**config.mk**
```make
export PLATFORM = sky130hd
export DESIGN_NAME = nearest_palette_colour_matcher_unit_flat
export DESIGN_NICKNAME = d
export VERILOG_FILES = /design/src/hdl/npcm_pkg.sv /design/src/hdl/npcm_if.sv /design/src/hdl/nearest_palette_colour_matcher_unit.sv /design/src/hdl/npcm_ram.sv /design/src/hdl/npcm_ctrl.sv /design/src/hdl/npcm_datapath.sv /design/src/flat_wrapper.sv
export SDC_FILE = /design/constraint.sdc
export NUM_CORES = 1
export LEC_CHECK = 0
export BUFFER_PORTS_ARGS = -buffer_cell sky130_fd_sc_hd__buf_2
export CAP_MARGIN = 10
export CORE_MARGIN = 3
export CORE_UTILIZATION = 45
export DETAILED_ROUTE_END_ITERATION = 8
export SYNTH_ARGS = -nofsm -noshare
export SYNTH_HDL_FRONTEND = slang
export SYNTH_SLANG_ARGS = --single-unit
```
**constraint.sdc**
```tcl
create_clock -name clock -period 10.2 [get_ports clock]
set_clock_uncertainty 0.1 [all_clocks]
set_input_delay 3.06 -clock clock [delete_from_list [all_inputs] [get_ports clock]]
set_output_delay 3.06 -clock clock [all_outputs]
set_load 0.01 [all_outputs]
```
**src/hdl/npcm_pkg.sv**
```systemverilog
// ============================================================================
// npcm_pkg - shared definitions for the nearest palette colour matcher
// Holds the palette size default, operation codes, controller state type,
// command and status bundles, and the palette reset colour function.
// ============================================================================
`default_nettype none

package npcm_pkg;

   // Default number of palette entries.
   localparam int PALETTE_ENTRIES = 17;

   // Fixed field widths of the transaction payloads.
   localparam int FUNC_W   = 2;
   localparam int INDEX_W  = 5;
   localparam int CHAN_W   = 8;
   localparam int COLOUR_W = 3 * CHAN_W;
   localparam int WORD_W   = 11;
   localparam int DIST_W   = 18;

   // Operation codes carried in the func field.
   localparam logic [FUNC_W-1:0] FUNC_WRITE = 2'd0;
   localparam logic [FUNC_W-1:0] FUNC_MATCH = 2'd1;
   localparam logic [FUNC_W-1:0] FUNC_READ  = 2'd2;

   // EGA channel levels and special palette entries.
   localparam logic [CHAN_W-1:0] EGA_FULL    = 8'hA8;
   localparam logic [CHAN_W-1:0] EGA_HALF    = 8'h54;
   localparam logic [7:0]        BROWN_ENTRY = 8'd6;
   localparam logic [7:0]        KEY_ENTRY   = 8'd16;
   localparam logic [CHAN_W-1:0] KEY_RED     = 8'd100;
   localparam logic [CHAN_W-1:0] KEY_GREEN   = 8'd1;
   localparam logic [CHAN_W-1:0] KEY_BLUE    = 8'd1;

   typedef enum logic [2:0] {
      ST_IDLE,
      ST_WRITE,
      ST_SCAN,
      ST_DRAIN,
      ST_FETCH,
      ST_DELIVER
   } state_type;

   typedef struct packed {
      logic accept;     // capture the request fields, clear the search
      logic wr_en;      // write the captured colour to the palette
      logic scan_step;  // read the next palette entry into the distance pipe
      logic fetch;      // read the result entry
      logic load_out;   // load the response register
   } cmd_type;

   typedef struct packed {
      logic scan_last;  // scan counter points at the last entry
      logic pipe_busy;  // distance pipeline still holds entries
      logic out_free;   // response register can take a new result
   } status_type;

   // Colour of a palette entry after reset, packed as {red, green, blue}.
   function automatic logic [COLOUR_W-1:0] reset_colour(input logic [7:0] entry);
      logic [CHAN_W-1:0] hi;
      logic [CHAN_W-1:0] r;
      logic [CHAN_W-1:0] g;
      logic [CHAN_W-1:0] b;
      hi = entry[3] ? EGA_HALF : '0;
      r  = (entry[2] ? EGA_FULL : '0) + hi;
      g  = (entry[1] ? EGA_FULL : '0) + hi;
      b  = (entry[0] ? EGA_FULL : '0) + hi;
      if (entry == BROWN_ENTRY) begin
         g = EGA_HALF;
      end else if (entry == KEY_ENTRY) begin
         r = KEY_RED;
         g = KEY_GREEN;
         b = KEY_BLUE;
      end else if (entry > KEY_ENTRY) begin
         r = '0;
         g = '0;
         b = '0;
      end
      return {r, g, b};
   endfunction

endpackage

`default_nettype wire

```
**src/hdl/npcm_if.sv**
```systemverilog
// ============================================================================
// npcm_if - request and response channel interfaces
// Valid/ready channels carrying the operation request and its result.
// ============================================================================
`default_nettype none

interface npcm_req_if;
   logic                          valid;
   logic                          ready;
   logic [npcm_pkg::FUNC_W-1:0]   func;
   logic [npcm_pkg::INDEX_W-1:0]  index;
   logic [npcm_pkg::CHAN_W-1:0]   red;
   logic [npcm_pkg::CHAN_W-1:0]   green;
   logic [npcm_pkg::CHAN_W-1:0]   blue;

   modport source (output valid, func, index, red, green, blue, input ready);
   modport sink   (input valid, func, index, red, green, blue, output ready);
endinterface

interface npcm_rsp_if;
   logic                          valid;
   logic                          ready;
   logic [npcm_pkg::INDEX_W-1:0]  match_index;
   logic [npcm_pkg::CHAN_W-1:0]   out_red;
   logic [npcm_pkg::CHAN_W-1:0]   out_green;
   logic [npcm_pkg::CHAN_W-1:0]   out_blue;
   logic [npcm_pkg::WORD_W-1:0]   st_colour_word;

   modport source (output valid, match_index, out_red, out_green, out_blue,
                   st_colour_word, input ready);
   modport sink   (input valid, match_index, out_red, out_green, out_blue,
                   st_colour_word, output ready);
endinterface

`default_nettype wire

```
**src/hdl/nearest_palette_colour_matcher_unit.sv**
```systemverilog
// ============================================================================
// nearest_palette_colour_matcher_unit - palette write, read and nearest match
// Keeps an RGB palette reset to the sixteen EGA colours plus a key colour,
// and returns the entry nearest a given colour by squared RGB distance.
// ============================================================================
//
//   Channel   Direction  Handshake     Payload
//   req_bus   in         valid/ready   func, index, red, green, blue
//   rsp_bus   out        valid/ready   match_index, out_red, out_green,
//                                      out_blue, st_colour_word
//
// A read transaction passes through the fetch and deliver states, a write
// through the write, fetch and deliver states, and a match through the scan,
// drain, fetch and deliver states: the search reads one palette entry per cycle
// through the single RAM read port, followed by a drain of the distance pipeline.
// Reset clears the valid bits of the palette, so entries that were never
// written read as their reset colour; reset needs no clearing pass.
// The response register holds a finished result while the response side
// stalls, and the next request is taken in the meantime; only a second result
// waits until the first has been taken.
//
`default_nettype none

module nearest_palette_colour_matcher_unit #(
   parameter int PALETTE_ENTRIES = npcm_pkg::PALETTE_ENTRIES
) (
   input  wire logic   clock,
   input  wire logic   reset,
   npcm_req_if.sink    req_bus,
   npcm_rsp_if.source  rsp_bus
);

   npcm_pkg::cmd_type    cmd;
   npcm_pkg::status_type status;
   logic                 req_ready;

   // The controller sequences each transaction; the datapath holds all storage.
   npcm_ctrl u_ctrl (
      .clock     (clock),
      .reset     (reset),
      .req_valid (req_bus.valid),
      .req_func  (req_bus.func),
      .req_ready (req_ready),
      .cmd       (cmd),
      .status    (status)
   );

   assign req_bus.ready = req_ready;

   npcm_datapath #(
      .PALETTE_ENTRIES (PALETTE_ENTRIES)
   ) u_datapath (
      .clock     (clock),
      .reset     (reset),
      .req_func  (req_bus.func),
      .req_index (req_bus.index),
      .req_red   (req_bus.red),
      .req_green (req_bus.green),
      .req_blue  (req_bus.blue),
      .cmd       (cmd),
      .status    (status),
      .rsp       (rsp_bus)
   );

endmodule

`default_nettype wire

```
**src/hdl/npcm_ram.sv**
```systemverilog
// ============================================================================
// npcm_ram - generic single write port RAM with registered read
// One write and one read per cycle; read data holds when no read is issued.
// ============================================================================
`default_nettype none

module npcm_ram #(
   parameter int WIDTH = 24,
   parameter int DEPTH = 17
) (
   input  wire logic                     clock,
   input  wire logic                     wr_en,
   input  wire logic [$clog2(DEPTH)-1:0] wr_addr,
   input  wire logic [WIDTH-1:0]         wr_data,
   input  wire logic                     rd_en,
   input  wire logic [$clog2(DEPTH)-1:0] rd_addr,
   output      logic [WIDTH-1:0]         rd_data
);

   logic [WIDTH-1:0] mem_ff [DEPTH];
   logic [WIDTH-1:0] rd_data_ff;

   always_ff @(posedge clock) begin
      if (wr_en) begin
         mem_ff[wr_addr] <= wr_data;
      end
      if (rd_en) begin
         rd_data_ff <= mem_ff[rd_addr];
      end
   end

   assign rd_data = rd_data_ff;

endmodule

`default_nettype wire

```
**src/hdl/npcm_ctrl.sv**
```systemverilog
// ============================================================================
// npcm_ctrl - operation sequencer
// Steps each transaction through write, scan, drain, fetch and delivery.
// ============================================================================
`default_nettype none

module npcm_ctrl (
   input  wire logic                        clock,
   input  wire logic                        reset,
   input  wire logic                        req_valid,
   input  wire logic [npcm_pkg::FUNC_W-1:0] req_func,
   output      logic                        req_ready,
   output      npcm_pkg::cmd_type           cmd,
   input  wire npcm_pkg::status_type        status
);

   npcm_pkg::state_type state_ff;
   npcm_pkg::state_type state_in;

   always_ff @(posedge clock) begin
      if (reset) begin
         state_ff <= npcm_pkg::ST_IDLE;
      end else begin
         state_ff <= state_in;
      end
   end

   always_comb begin
      state_in = state_ff;
      unique case (state_ff)
         npcm_pkg::ST_IDLE: begin
            if (req_valid) begin
               priority if (req_func == npcm_pkg::FUNC_WRITE) begin
                  state_in = npcm_pkg::ST_WRITE;
               end else if (req_func == npcm_pkg::FUNC_MATCH) begin
                  state_in = npcm_pkg::ST_SCAN;
               end else begin
                  state_in = npcm_pkg::ST_FETCH;
               end
            end
         end
         npcm_pkg::ST_WRITE:   state_in = npcm_pkg::ST_FETCH;
         npcm_pkg::ST_SCAN: begin
            if (status.scan_last) begin
               state_in = npcm_pkg::ST_DRAIN;
            end
         end
         npcm_pkg::ST_DRAIN: begin
            if (!status.pipe_busy) begin
               state_in = npcm_pkg::ST_FETCH;
            end
         end
         npcm_pkg::ST_FETCH:   state_in = npcm_pkg::ST_DELIVER;
         npcm_pkg::ST_DELIVER: begin
            if (status.out_free) begin
               state_in = npcm_pkg::ST_IDLE;
            end
         end
         default:              state_in = npcm_pkg::ST_IDLE;
      endcase
   end

   always_comb begin
      cmd       = '0;
      req_ready = 1'b0;
      unique case (state_ff)
         npcm_pkg::ST_IDLE: begin
            req_ready  = 1'b1;
            cmd.accept = req_valid;
         end
         npcm_pkg::ST_WRITE:   cmd.wr_en     = 1'b1;
         npcm_pkg::ST_SCAN:    cmd.scan_step = 1'b1;
         npcm_pkg::ST_DRAIN:   cmd           = '0;
         npcm_pkg::ST_FETCH:   cmd.fetch     = 1'b1;
         npcm_pkg::ST_DELIVER: cmd.load_out  = status.out_free;
         default:              cmd           = '0;
      endcase
   end

endmodule

`default_nettype wire

```
**src/hdl/npcm_datapath.sv**
```systemverilog
// ============================================================================
// npcm_datapath - palette storage, distance pipeline and response register
// Holds the captured request, the palette RAM with its reset-valid bits,
// a two-stage squared distance pipeline and the best-entry tracker.
// ============================================================================
`default_nettype none

module npcm_datapath #(
   parameter int PALETTE_ENTRIES = npcm_pkg::PALETTE_ENTRIES
) (
   input  wire logic                         clock,
   input  wire logic                         reset,
   input  wire logic [npcm_pkg::FUNC_W-1:0]  req_func,
   input  wire logic [npcm_pkg::INDEX_W-1:0] req_index,
   input  wire logic [npcm_pkg::CHAN_W-1:0]  req_red,
   input  wire logic [npcm_pkg::CHAN_W-1:0]  req_green,
   input  wire logic [npcm_pkg::CHAN_W-1:0]  req_blue,
   input  wire npcm_pkg::cmd_type            cmd,
   output      npcm_pkg::status_type         status,
   npcm_rsp_if.source                        rsp
);

   localparam int AW = $clog2(PALETTE_ENTRIES);
   localparam int CW = npcm_pkg::CHAN_W;

   // Captured request.
   logic [npcm_pkg::FUNC_W-1:0]  func_ff;
   logic [npcm_pkg::INDEX_W-1:0] index_ff;
   logic [CW-1:0]                red_ff, green_ff, blue_ff;

   always_ff @(posedge clock) begin
      if (cmd.accept) begin
         func_ff  <= req_func;
         index_ff <= req_index;
         red_ff   <= req_red;
         green_ff <= req_green;
         blue_ff  <= req_blue;
      end
   end

   logic          in_range;
   logic [AW-1:0] entry_addr;

   assign in_range   = int'(index_ff) < PALETTE_ENTRIES;
   assign entry_addr = in_range ? AW'(index_ff) : '0;

   // Scan counter and best-entry tracker.
   logic [AW-1:0]                scan_cnt_ff;
   logic [AW-1:0]                best_idx_ff;
   logic [npcm_pkg::DIST_W-1:0]  best_d_ff;

   // Palette RAM and read side.
   logic                         ram_we;
   logic                         ram_re;
   logic [AW-1:0]                ram_raddr;
   logic [npcm_pkg::COLOUR_W-1:0] ram_rdata;
   logic [AW-1:0]                rd_addr_ff;
   logic                         rd_valid_ff;
   logic [PALETTE_ENTRIES-1:0]   valid_ff;
   logic [npcm_pkg::COLOUR_W-1:0] rd_colour;

   assign ram_we    = cmd.wr_en && in_range;
   assign ram_re    = cmd.scan_step || cmd.fetch;
   assign ram_raddr = cmd.scan_step ? scan_cnt_ff
                    : ((func_ff == npcm_pkg::FUNC_MATCH) ? best_idx_ff : entry_addr);

   npcm_ram #(
      .WIDTH (npcm_pkg::COLOUR_W),
      .DEPTH (PALETTE_ENTRIES)
   ) u_palette (
      .clock   (clock),
      .wr_en   (ram_we),
      .wr_addr (entry_addr),
      .wr_data ({red_ff, green_ff, blue_ff}),
      .rd_en   (ram_re),
      .rd_addr (ram_raddr),
      .rd_data (ram_rdata)
   );

   always_ff @(posedge clock) begin
      if (reset) begin
         valid_ff <= '0;
      end else if (ram_we) begin
         valid_ff[entry_addr] <= 1'b1;
      end
   end

   always_ff @(posedge clock) begin
      if (ram_re) begin
         rd_addr_ff  <= ram_raddr;
         rd_valid_ff <= valid_ff[ram_raddr];
      end
   end

   // Entries never written read as their reset colour.
   assign rd_colour = rd_valid_ff ? ram_rdata : npcm_pkg::reset_colour(8'(rd_addr_ff));

   // Distance pipeline: stage one squares, stage two sums and compares.
   logic                 s1_ff, s2_ff;
   logic [CW-1:0]        dr, dg, db;
   logic [2*CW-1:0]      sq_r_ff, sq_g_ff, sq_b_ff;
   logic [AW-1:0]        tag_ff;
   logic [npcm_pkg::DIST_W-1:0] dist_sum;

   function automatic logic [CW-1:0] abs_diff(input logic [CW-1:0] a,
                                              input logic [CW-1:0] b);
      return (a > b) ? (a - b) : (b - a);
   endfunction

   assign dr = abs_diff(red_ff,   rd_colour[3*CW-1:2*CW]);
   assign dg = abs_diff(green_ff, rd_colour[2*CW-1:CW]);
   assign db = abs_diff(blue_ff,  rd_colour[CW-1:0]);

   always_ff @(posedge clock) begin
      if (reset) begin
         s1_ff <= 1'b0;
         s2_ff <= 1'b0;
      end else begin
         s1_ff <= cmd.scan_step;
         s2_ff <= s1_ff;
      end
   end

   always_ff @(posedge clock) begin
      if (s1_ff) begin
         sq_r_ff <= (2*CW)'(dr) * (2*CW)'(dr);
         sq_g_ff <= (2*CW)'(dg) * (2*CW)'(dg);
         sq_b_ff <= (2*CW)'(db) * (2*CW)'(db);
         tag_ff  <= rd_addr_ff;
      end
   end

   assign dist_sum = npcm_pkg::DIST_W'(sq_r_ff) + npcm_pkg::DIST_W'(sq_g_ff)
                   + npcm_pkg::DIST_W'(sq_b_ff);

   always_ff @(posedge clock) begin
      if (cmd.accept) begin
         scan_cnt_ff <= '0;
         best_idx_ff <= '0;
         best_d_ff   <= '1;
      end else begin
         if (cmd.scan_step) begin
            scan_cnt_ff <= scan_cnt_ff + 1'b1;
         end
         // Strict compare keeps the lowest index among equal distances.
         if (s2_ff && (dist_sum < best_d_ff)) begin
            best_d_ff   <= dist_sum;
            best_idx_ff <= tag_ff;
         end
      end
   end

   // Response register.
   logic                          out_valid_ff;
   logic                          out_valid_in;
   logic [npcm_pkg::INDEX_W-1:0]  out_index_ff;
   logic [npcm_pkg::COLOUR_W-1:0] out_colour_ff;

   assign out_valid_in = cmd.load_out ? 1'b1 : (rsp.ready ? 1'b0 : out_valid_ff);

   always_ff @(posedge clock) begin
      if (reset) begin
         out_valid_ff <= 1'b0;
      end else begin
         out_valid_ff <= out_valid_in;
      end
   end

   always_ff @(posedge clock) begin
      if (cmd.load_out) begin
         out_index_ff  <= npcm_pkg::INDEX_W'(rd_addr_ff);
         out_colour_ff <= rd_colour;
      end
   end

   assign rsp.valid          = out_valid_ff;
   assign rsp.match_index    = out_index_ff;
   assign rsp.out_red        = out_colour_ff[3*CW-1:2*CW];
   assign rsp.out_green      = out_colour_ff[2*CW-1:CW];
   assign rsp.out_blue       = out_colour_ff[CW-1:0];
   assign rsp.st_colour_word = {out_colour_ff[3*CW-1:3*CW-3], 1'b0,
                                out_colour_ff[2*CW-1:2*CW-3], 1'b0,
                                out_colour_ff[CW-1:CW-3]};

   assign status.scan_last = (scan_cnt_ff == AW'(PALETTE_ENTRIES - 1));
   assign status.pipe_busy = s1_ff || s2_ff;
   assign status.out_free  = !out_valid_ff || rsp.ready;

   // The best distance only ever shrinks while a scan drains.
   a_best_monotonic: assert property (@(posedge clock) disable iff (reset)
      (s2_ff && !cmd.accept) |=> (best_d_ff <= $past(best_d_ff)))
      else $error("best distance grew during a scan");

   // Writes and result fetches never overlap entries still in the distance pipe.
   a_pipe_quiet: assert property (@(posedge clock) disable iff (reset)
      (cmd.wr_en || cmd.fetch) |-> (!s1_ff && !s2_ff))
      else $error("palette access while the distance pipe is busy");

   // A new result never overwrites one that has not been taken.
   a_no_overwrite: assert property (@(posedge clock) disable iff (reset)
      cmd.load_out |-> (!out_valid_ff || rsp.ready))
      else $error("response register overwritten");

   // Every reported entry exists in the palette.
   a_index_range: assert property (@(posedge clock) disable iff (reset)
      cmd.load_out |=> (int'(rd_addr_ff) < PALETTE_ENTRIES))
      else $error("reported entry outside the palette");

endmodule

`default_nettype wire
```
**src/flat_wrapper.sv**
```systemverilog
// flat-port wrapper written by rule: the top's interface ports become plain ports
module nearest_palette_colour_matcher_unit_flat 
#(
   parameter int PALETTE_ENTRIES = npcm_pkg::PALETTE_ENTRIES
)
  (clock, reset, req_bus_valid, req_bus_func, req_bus_index, req_bus_red, req_bus_green, req_bus_blue, req_bus_ready, rsp_bus_valid, rsp_bus_match_index, rsp_bus_out_red, rsp_bus_out_green, rsp_bus_out_blue, rsp_bus_st_colour_word, rsp_bus_ready);
  npcm_req_if req_bus_i ();
  npcm_rsp_if rsp_bus_i ();
  input  wire logic clock;
  input  wire logic reset;
  input wire logic [$bits(req_bus_i.valid)-1:0] req_bus_valid;
  input wire logic [$bits(req_bus_i.func)-1:0] req_bus_func;
  input wire logic [$bits(req_bus_i.index)-1:0] req_bus_index;
  input wire logic [$bits(req_bus_i.red)-1:0] req_bus_red;
  input wire logic [$bits(req_bus_i.green)-1:0] req_bus_green;
  input wire logic [$bits(req_bus_i.blue)-1:0] req_bus_blue;
  output wire logic [$bits(req_bus_i.ready)-1:0] req_bus_ready;
  output wire logic [$bits(rsp_bus_i.valid)-1:0] rsp_bus_valid;
  output wire logic [$bits(rsp_bus_i.match_index)-1:0] rsp_bus_match_index;
  output wire logic [$bits(rsp_bus_i.out_red)-1:0] rsp_bus_out_red;
  output wire logic [$bits(rsp_bus_i.out_green)-1:0] rsp_bus_out_green;
  output wire logic [$bits(rsp_bus_i.out_blue)-1:0] rsp_bus_out_blue;
  output wire logic [$bits(rsp_bus_i.st_colour_word)-1:0] rsp_bus_st_colour_word;
  input wire logic [$bits(rsp_bus_i.ready)-1:0] rsp_bus_ready;
  assign req_bus_i.valid = req_bus_valid;
  assign req_bus_i.func = req_bus_func;
  assign req_bus_i.index = req_bus_index;
  assign req_bus_i.red = req_bus_red;
  assign req_bus_i.green = req_bus_green;
  assign req_bus_i.blue = req_bus_blue;
  assign req_bus_ready = req_bus_i.ready;
  assign rsp_bus_valid = rsp_bus_i.valid;
  assign rsp_bus_match_index = rsp_bus_i.match_index;
  assign rsp_bus_out_red = rsp_bus_i.out_red;
  assign rsp_bus_out_green = rsp_bus_i.out_green;
  assign rsp_bus_out_blue = rsp_bus_i.out_blue;
  assign rsp_bus_st_colour_word = rsp_bus_i.st_colour_word;
  assign rsp_bus_i.ready = rsp_bus_ready;
  nearest_palette_colour_matcher_unit #(.PALETTE_ENTRIES(PALETTE_ENTRIES)) u_core (.clock(clock), .reset(reset), .req_bus(req_bus_i), .rsp_bus(rsp_bus_i));
endmodule
```
# ---- Word level (Yosys, flattened, before mapping)
# Memory sizes are Yosys's and may differ from the RTL's. A register that Yosys moved wholly into a read port is not among the register bits.
# Index checks and enable logic that the tools add are counted.
# W data, S select, Z words.
dict set report word_totals {
  register_bits 170
  latchBits 0
  ramBits 408
  romBits 0
  out_inout_bits 42
  wordCells 113
  mem_count 1
}
dict set report classes {
  n_addsub 12
  multipliers 3
  n_div 0
  n_lt_le_gt_ge 9
  n_eq_ne 14
  shifts 0
  mux 41
  n_bitwise 1
  n_reduce_logical 11
}
# memory words width read_ports rd_ports_with_merged_regs write_ports line_no
set mem_list {}
lappend mem_list {u_core.u_datapath.u_palette.mem_ff 17 24 1 1 1 npcm_ram.sv:20} ;# logic [WIDTH-1:0] mem_ff [DEPTH];
# op n
set op_table {}
lappend op_table {{$mux W8} 15}
lappend op_table {{$mul A8 B8 Y16} 3}
lappend op_table {{$sub A8 B8 Y8} 6}
lappend op_table {{$add A8 B7 Y8} 3}
lappend op_table {{$gt A8 B8 Y1} 3}
lappend op_table {{$mux W24} 1}
lappend op_table {{$add A17 B16 Y18} 1}
lappend op_table {{$lt A18 B18 Y1} 1}
lappend op_table {{$mux W3} 6}
lappend op_table {{$pmux W3 S6} 1}
lappend op_table {{$add A16 B16 Y17} 1}
lappend op_table {{$or A17 B17 Y17} 1}
lappend op_table {{$mux W5} 3}
lappend op_table {{$lt A5 B6 Y1 const B} 2}
lappend op_table {{$mux W1} 12}
lappend op_table {{$eq A5 B5 Y1 const B} 2}
lappend op_table {{$mux W7} 1}
lappend op_table {{$eq A3 B2 Y1 const B} 2}
lappend op_table {{$eq A3 B3 Y1 const B} 2}
lappend op_table {{$ne A2 B2 Y1 const B} 3}
lappend op_table {{$add A5 B1 Y5 const B} 1}
lappend op_table {{$bmux W1 S5} 1}
lappend op_table {{$demux W1 S5} 1}
lappend op_table {{$eq A5 B3 Y1 const B} 1}
lappend op_table {{13 further kinds} 18}

# ---- Longest topological paths before layout
dict set report logic_depth {
  ltp_word 9
  ltp_mapped 33
  ltp_nobuf 32
}

# ---- Cells and area by module
# A second synthesis with hierarchy kept.
dict set report unflattened {
  cells_unflattened 2186
  hier_area_um2 31173.6
}
# mod instances cells_per_inst area_per_inst_um2
set by_module_without_submodules {}
lappend by_module_without_submodules {npcm_ram 1 695 16504.6}
lappend by_module_without_submodules {npcm_datapath 1 1459 14393.8}
lappend by_module_without_submodules {npcm_ctrl 1 32 275.3}

# ---- Least setup slack after synthesis
# OpenSTA, ideal clock, no wires.
dict set report synth_path {
  path_kind {flip-flop to flip-flop}
  from {register u_core.u_datapath.rd_valid_ff}
  to {register u_core.u_datapath.sq_g_ff[14] (data pin)}
  setup_ps 266
  arrival_ps 6462
  required_time_ps 9834
  path_slack_ps 3372
  stages_incl_launch_ff 26
  n_path_buf 2
  path_cell_list {edfxtp_1 > clkbuf_1 > nor2_1 > a21o_1 > ha_1 > fa_1 > nand3b_1 > a21oi_1 > o21ai_2 > buf_6 > mux2_4 > a211oi_4 > xor2_2 > nor2_1 > fa_1 > inv_1 > fa_1 > fa_1 > fa_1 > inv_1 > ha_1 > or2_2 > o22ai_1 > o21ai_0 > o41ai_1 > xnor2_1}
}
dict set report synth_via {
  elab_chain_cells 4
}
# element line_no
set synth_lines {}
lappend synth_lines {{start: declaration} npcm_datapath.sv:58} ;# logic rd_valid_ff;
lappend synth_lines {{start signal: assignment} npcm_datapath.sv:91} ;# rd_valid_ff <= valid_ff[ram_raddr];
lappend synth_lines {{$mux W24 *} npcm_datapath.sv:96} ;# assign rd_colour = rd_valid_ff ? ram_rdata : npcm_pkg::reset_colour(8'(rd_addr_ff));
lappend synth_lines {{via u_core.u_datapath.rd_colour (one bit)} npcm_datapath.sv:60} ;# logic [npcm_pkg::COLOUR_W-1:0] rd_colour;
lappend synth_lines {{$sub A8 B8 Y8 / $gt A8 B8 Y1 (equally long branches)} npcm_datapath.sv:107} ;# return (a > b) ? (a - b) : (b - a);
lappend synth_lines {{$mux W8 *} npcm_datapath.sv:107}
lappend synth_lines {{$mul A8 B8 Y16 *} npcm_datapath.sv:127} ;# sq_g_ff <= (2*CW)'(dg) * (2*CW)'(dg);
lappend synth_lines {{end signal: assignment} npcm_datapath.sv:127}
lappend synth_lines {{end: declaration} npcm_datapath.sv:101} ;# logic [2*CW-1:0] sq_r_ff, sq_g_ff, sq_b_ff;
# The timed path passes the listed nets; every way through them passes the cells marked *.
# A chain may end at the register's enable or synchronous reset.

# ---- Final worst setup path
dict set report layout_path {
  from {register u_core.u_datapath.rd_valid_ff}
  to {register u_core.u_datapath.sq_g_ff[15] (data pin)}
}
# Same word-level chain as after synthesis.

==> results.sh <==
export IMPL_path_class="flop to flop"
export IMPL_hold_class="flop to flop"
export IMPL_post_cts_buffers=0
export IMPL_fp_dieW_um=267
export IMPL_drt_initial_drc_count=1278
export IMPL_wl_met2_mm=34.7
export IMPL_grt_pass1_vias=18100
export IMPL_finalCritPeriodShare_pct=81.7
export IMPL_status="complete, no violations"
export IMPL_synthCells=2194
export IMPL_setup_viol=0
export IMPL_final_cell_area_um2=34200
export IMPL_routedWlPerCell_um=21.2
export IMPL_ios=77
export IMPL_via_per_inst=5.46
export IMPL_io_buffers=74
export IMPL_drtAntennaViolNets=0
export IMPL_grtUsageTotal_pct=19.4
export IMPL_antenna_found_initial=2
export IMPL_gp_congestion=0.813
export IMPL_diodes=0
export IMPL_syn_to_final_growth_pct=11.1
export IMPL_core_area_um2=67400
export IMPL_synthArstFlopShare_pct=0
export IMPL_dr_wl_met3_mm=3.10
export IMPL_ys_flop_type="edfxtp_1"
export IMPL_hpwl_mm=44.8
export IMPL_endpoint_kind="flop"
export IMPL_grt_overflow=0
export IMPL_ff_latch_area_um2=17500
export IMPL_finalHoldViolations=0
export IMPL_cts_sinks=599
export IMPL_required_ns=10.42
export IMPL_start_kind="flop"
export IMPL_slew_violations=0
export IMPL_rsz0062_at_grt="no"
export IMPL_fin_crit_ns=8.33
export IMPL_crit_arrival_ns=8.56
export IMPL_tightest_slew_ns=0.970
export IMPL_relSlewSlack_pct=33.5
export IMPL_synth_top_cell_area_share_pct=53.5
export IMPL_grt_max_degree=68
export IMPL_clk_pin_slew_ns=0.06
export IMPL_top_layer_used="met4"
export IMPL_met1Wirelength_mm=29.2
export IMPL_placed_area_um2=32200
export IMPL_yosys_cell_types_count=90
export IMPL_yosysWarningCount=0
export IMPL_hold_buffers=0
export IMPL_routed_via_count=17500
export IMPL_fmax_mhz=120
export IMPL_cts_resized=0
export IMPL_fillCellCount=5670
export IMPL_drv_cap=0
export IMPL_initial_core_util_pct=45.6
export IMPL_cts_htree_levels=3
export IMPL_cts_tree="done"
export IMPL_synth_seq_area_share_pct=56.8
export IMPL_dr_pass1_iters=5
export IMPL_synth_seq_cells=599
export IMPL_route_final_wire_length_mm=68.1
export IMPL_tns_ns=0
export IMPL_avgSynthCellArea_um2=14.0
export IMPL_grt_first_pass_wirelength_mm=105
export IMPL_final_nets=2593
export IMPL_clock_latency_ns=0.59
export IMPL_cts_made_buffers=66
export IMPL_drive_above_1_share_pct=16.1
export IMPL_multi_input_area_um2=12000
export IMPL_synth_edf_count=548
export IMPL_synth_area_um2=30800
export IMPL_die_area_um2=71500
export IMPL_die_y_um=267
export IMPL_root_buffer="clkbuf_16"
export IMPL_fp_row_count=95
export IMPL_drc=0
export IMPL_synth_area_leaders="edfxtp_1 (54%), mux4_2 (7.3%), ha_1 (7.0%), fa_1 (6.2%), dfxtp_1 (3.3%)"
export IMPL_yosys_area_top_type="edfxtp_1"
export IMPL_cts_path_max_buffers=3
export IMPL_path_max_fanout=23
## routing by layer
metal  track usage [%]  vias up
met1              25.8     8841
li1                  -     8235
met2              33.9      356
met4              4.45        0
met3              2.81       83
met5                 0        -
## sequential cells by signal, summed over array words and instances (netlist names), 2 cells and up
| register | flops |
|---|---|
| u_core.u_datapath.u_palette.mem_ff | 408 |
| u_core.u_datapath.out_colour_ff | 24 |
| u_core.u_datapath.u_palette.rd_data | 24 |
| u_core.u_datapath.best_d_ff | 18 |
| u_core.u_datapath.valid_ff | 17 |
| u_core.u_datapath.sq_b_ff | 15 |
| u_core.u_datapath.sq_g_ff | 15 |
| u_core.u_datapath.sq_r_ff | 15 |
| u_core.u_datapath.blue_ff | 8 |
| u_core.u_datapath.green_ff | 8 |
| u_core.u_datapath.red_ff | 8 |
| u_core.u_datapath.best_idx_ff | 5 |
| u_core.u_datapath.index_ff | 5 |
| u_core.u_datapath.rd_addr_ff | 5 |
| u_core.u_datapath.rsp.match_index | 5 |
| u_core.u_datapath.scan_cnt_ff | 5 |
| u_core.u_datapath.tag_ff | 5 |
| u_core.u_ctrl.state_ff | 3 |
| u_core.u_datapath.func_ff | 2 |
## final cells by class
type / count / area share [%]
repair buffers: 111 / 1.90
well taps: 873 / 3.20
clock buffers: 88 / 5.29
flip-flops and latches: 599 / 51.1
inverters: 244 / 2.68
multi-input cells: 1270 / 35.2
clock inverters: 24 / 0.611
## kinds of logic (layout without fill, tap and decap cells)
group / after synthesis / after routing / synth area share [%]
adders and majority gates: 266 / 266 / 13.1
other: 2 / 5 / 0.0244
and+or+nand+nor: 444 / 444 / 6.81
xor gates and xnor gates: 80 / 80 / 2.35
buffers and inverters: 328 / 467 / 4.47
DFF: 599 / 599 / 56.8
muxes: 173 / 173 / 9.78
AOI/OAI and AO/OA: 302 / 302 / 6.59
## path summary, 6_finish.rpt
check / start / endpoint / slack [ns] / depth (start not counted)
setup / recovery: u_core.u_datapath.rd_valid_ff$_DFFE_PP_ / u_core.u_datapath.sq_g_ff[15]$_DFFE_PP_ / 1.87 / 23
hold reg to reg: u_core.u_datapath.best_d_ff[0]$_SDFFE_PP1P_ / u_core.u_datapath.best_d_ff[0]$_SDFFE_PP1P_ / 0.37 / 1
setup reg to reg: u_core.u_datapath.rd_valid_ff$_DFFE_PP_ / u_core.u_datapath.sq_g_ff[15]$_DFFE_PP_ / 1.87 / 23
hold / removal: u_core.u_datapath.best_d_ff[0]$_SDFFE_PP1P_ / u_core.u_datapath.best_d_ff[0]$_SDFFE_PP1P_ / 0.37 / 1
## synth_stat cells (5+ instances only)
cell type / n
a31oi_1: 27
nand3_1: 42
a21o_1: 27
or3_1: 14
nand3b_1: 5
ha_1: 171
a221oi_1: 7
nand2_1: 71
buf_1: 6
xnor2_1: 60
mux2i_1: 65
and3_1: 7
and2_1: 11
o21a_1: 16
xor2_1: 17
buf_6: 5
clkbuf_1: 26
o21bai_1: 11
inv_1: 236
or2_2: 12
edfxtp_1: 548
a21oi_1: 76
nand4_1: 14
o21ai_0: 31
nor2b_1: 22
inv_2: 7
nand2b_1: 13
o211ai_1: 15
mux4_2: 100
fa_1: 95
a211oi_1: 7
buf_2: 28
dfxtp_1: 51
nor2_1: 183
nor3_1: 27
buf_4: 19
o21ai_1: 27
## cell usage in the layout (no fill, tap or decap), types with 15 or more instances in the layout
| master | netlist | layout |
|---|---|---|
| buf_4 | 19 | 37 |
| nor2_2 | 2 | 19 |
| xnor2_1 | 60 | 60 |
| mux4_2 | 100 | 100 |
| a21o_1 | 27 | 26 |
| clkbuf_1 | 26 | 17 |
| nand2_1 | 71 | 71 |
| nor2b_1 | 22 | 22 |
| a31oi_1 | 27 | 27 |
| buf_2 | 28 | 74 |
| xor2_1 | 17 | 17 |
| o21a_1 | 16 | 16 |
| nor2_1 | 183 | 165 |
| o211ai_1 | 15 | 15 |
| dfxtp_1 | 51 | 50 |
| clkbuf_16 | 0 | 68 |
| fa_1 | 95 | 95 |
| mux2i_1 | 65 | 64 |
| a21oi_1 | 76 | 73 |
| inv_1 | 236 | 235 |
| nand3_1 | 42 | 42 |
| edfxtp_1 | 548 | 548 |
| o21ai_0 | 31 | 31 |
| ha_1 | 171 | 171 |
| nor3_1 | 27 | 26 |
| o21ai_1 | 27 | 27 |
## worst max-delay path, stage by stage (launching register included)
cell,delay (ns)
edfxtp_1,0.86
clkinv_1,0.52
o21ai_0,0.30
o21a_1,0.24
ha_1,0.36
o21ai_1,0.20
o21bai_2,0.10
o21ai_2,0.55
mux2i_1,0.44
or4b_1,0.52
nand3_2,0.22
nor2_1,0.13
fa_1,0.55
inv_1,0.06
fa_1,0.50
fa_1,0.52
fa_1,0.55
inv_1,0.04
ha_1,0.32
o21a_1,0.13
nor3_1,0.22
o31ai_1,0.16
o41ai_1,0.34
xnor2_1,0.11
## per-stage QoR
stage | setup slack (ns) | instances | hold WS [ns] | utilization [%]
2_1_floorplan | 3.37 | 2197 | 0.330 | -
3_3_place_gp | 2.10 | 3097 | 0.343 | 47.7
3_5_place_dp | 1.92 | 3097 | 0.350 | 47.7
4_1_cts | 1.86 | 3209 | 0.365 | 50.7
5_1_grt | 1.27 | 3209 | 0.399 | 50.7
6_report | 1.87 | 3209 | 0.368 | 50.7
Power is not shown: default switching activity piles up to over one toggle a cycle in this logic, so the estimate is an artifact.
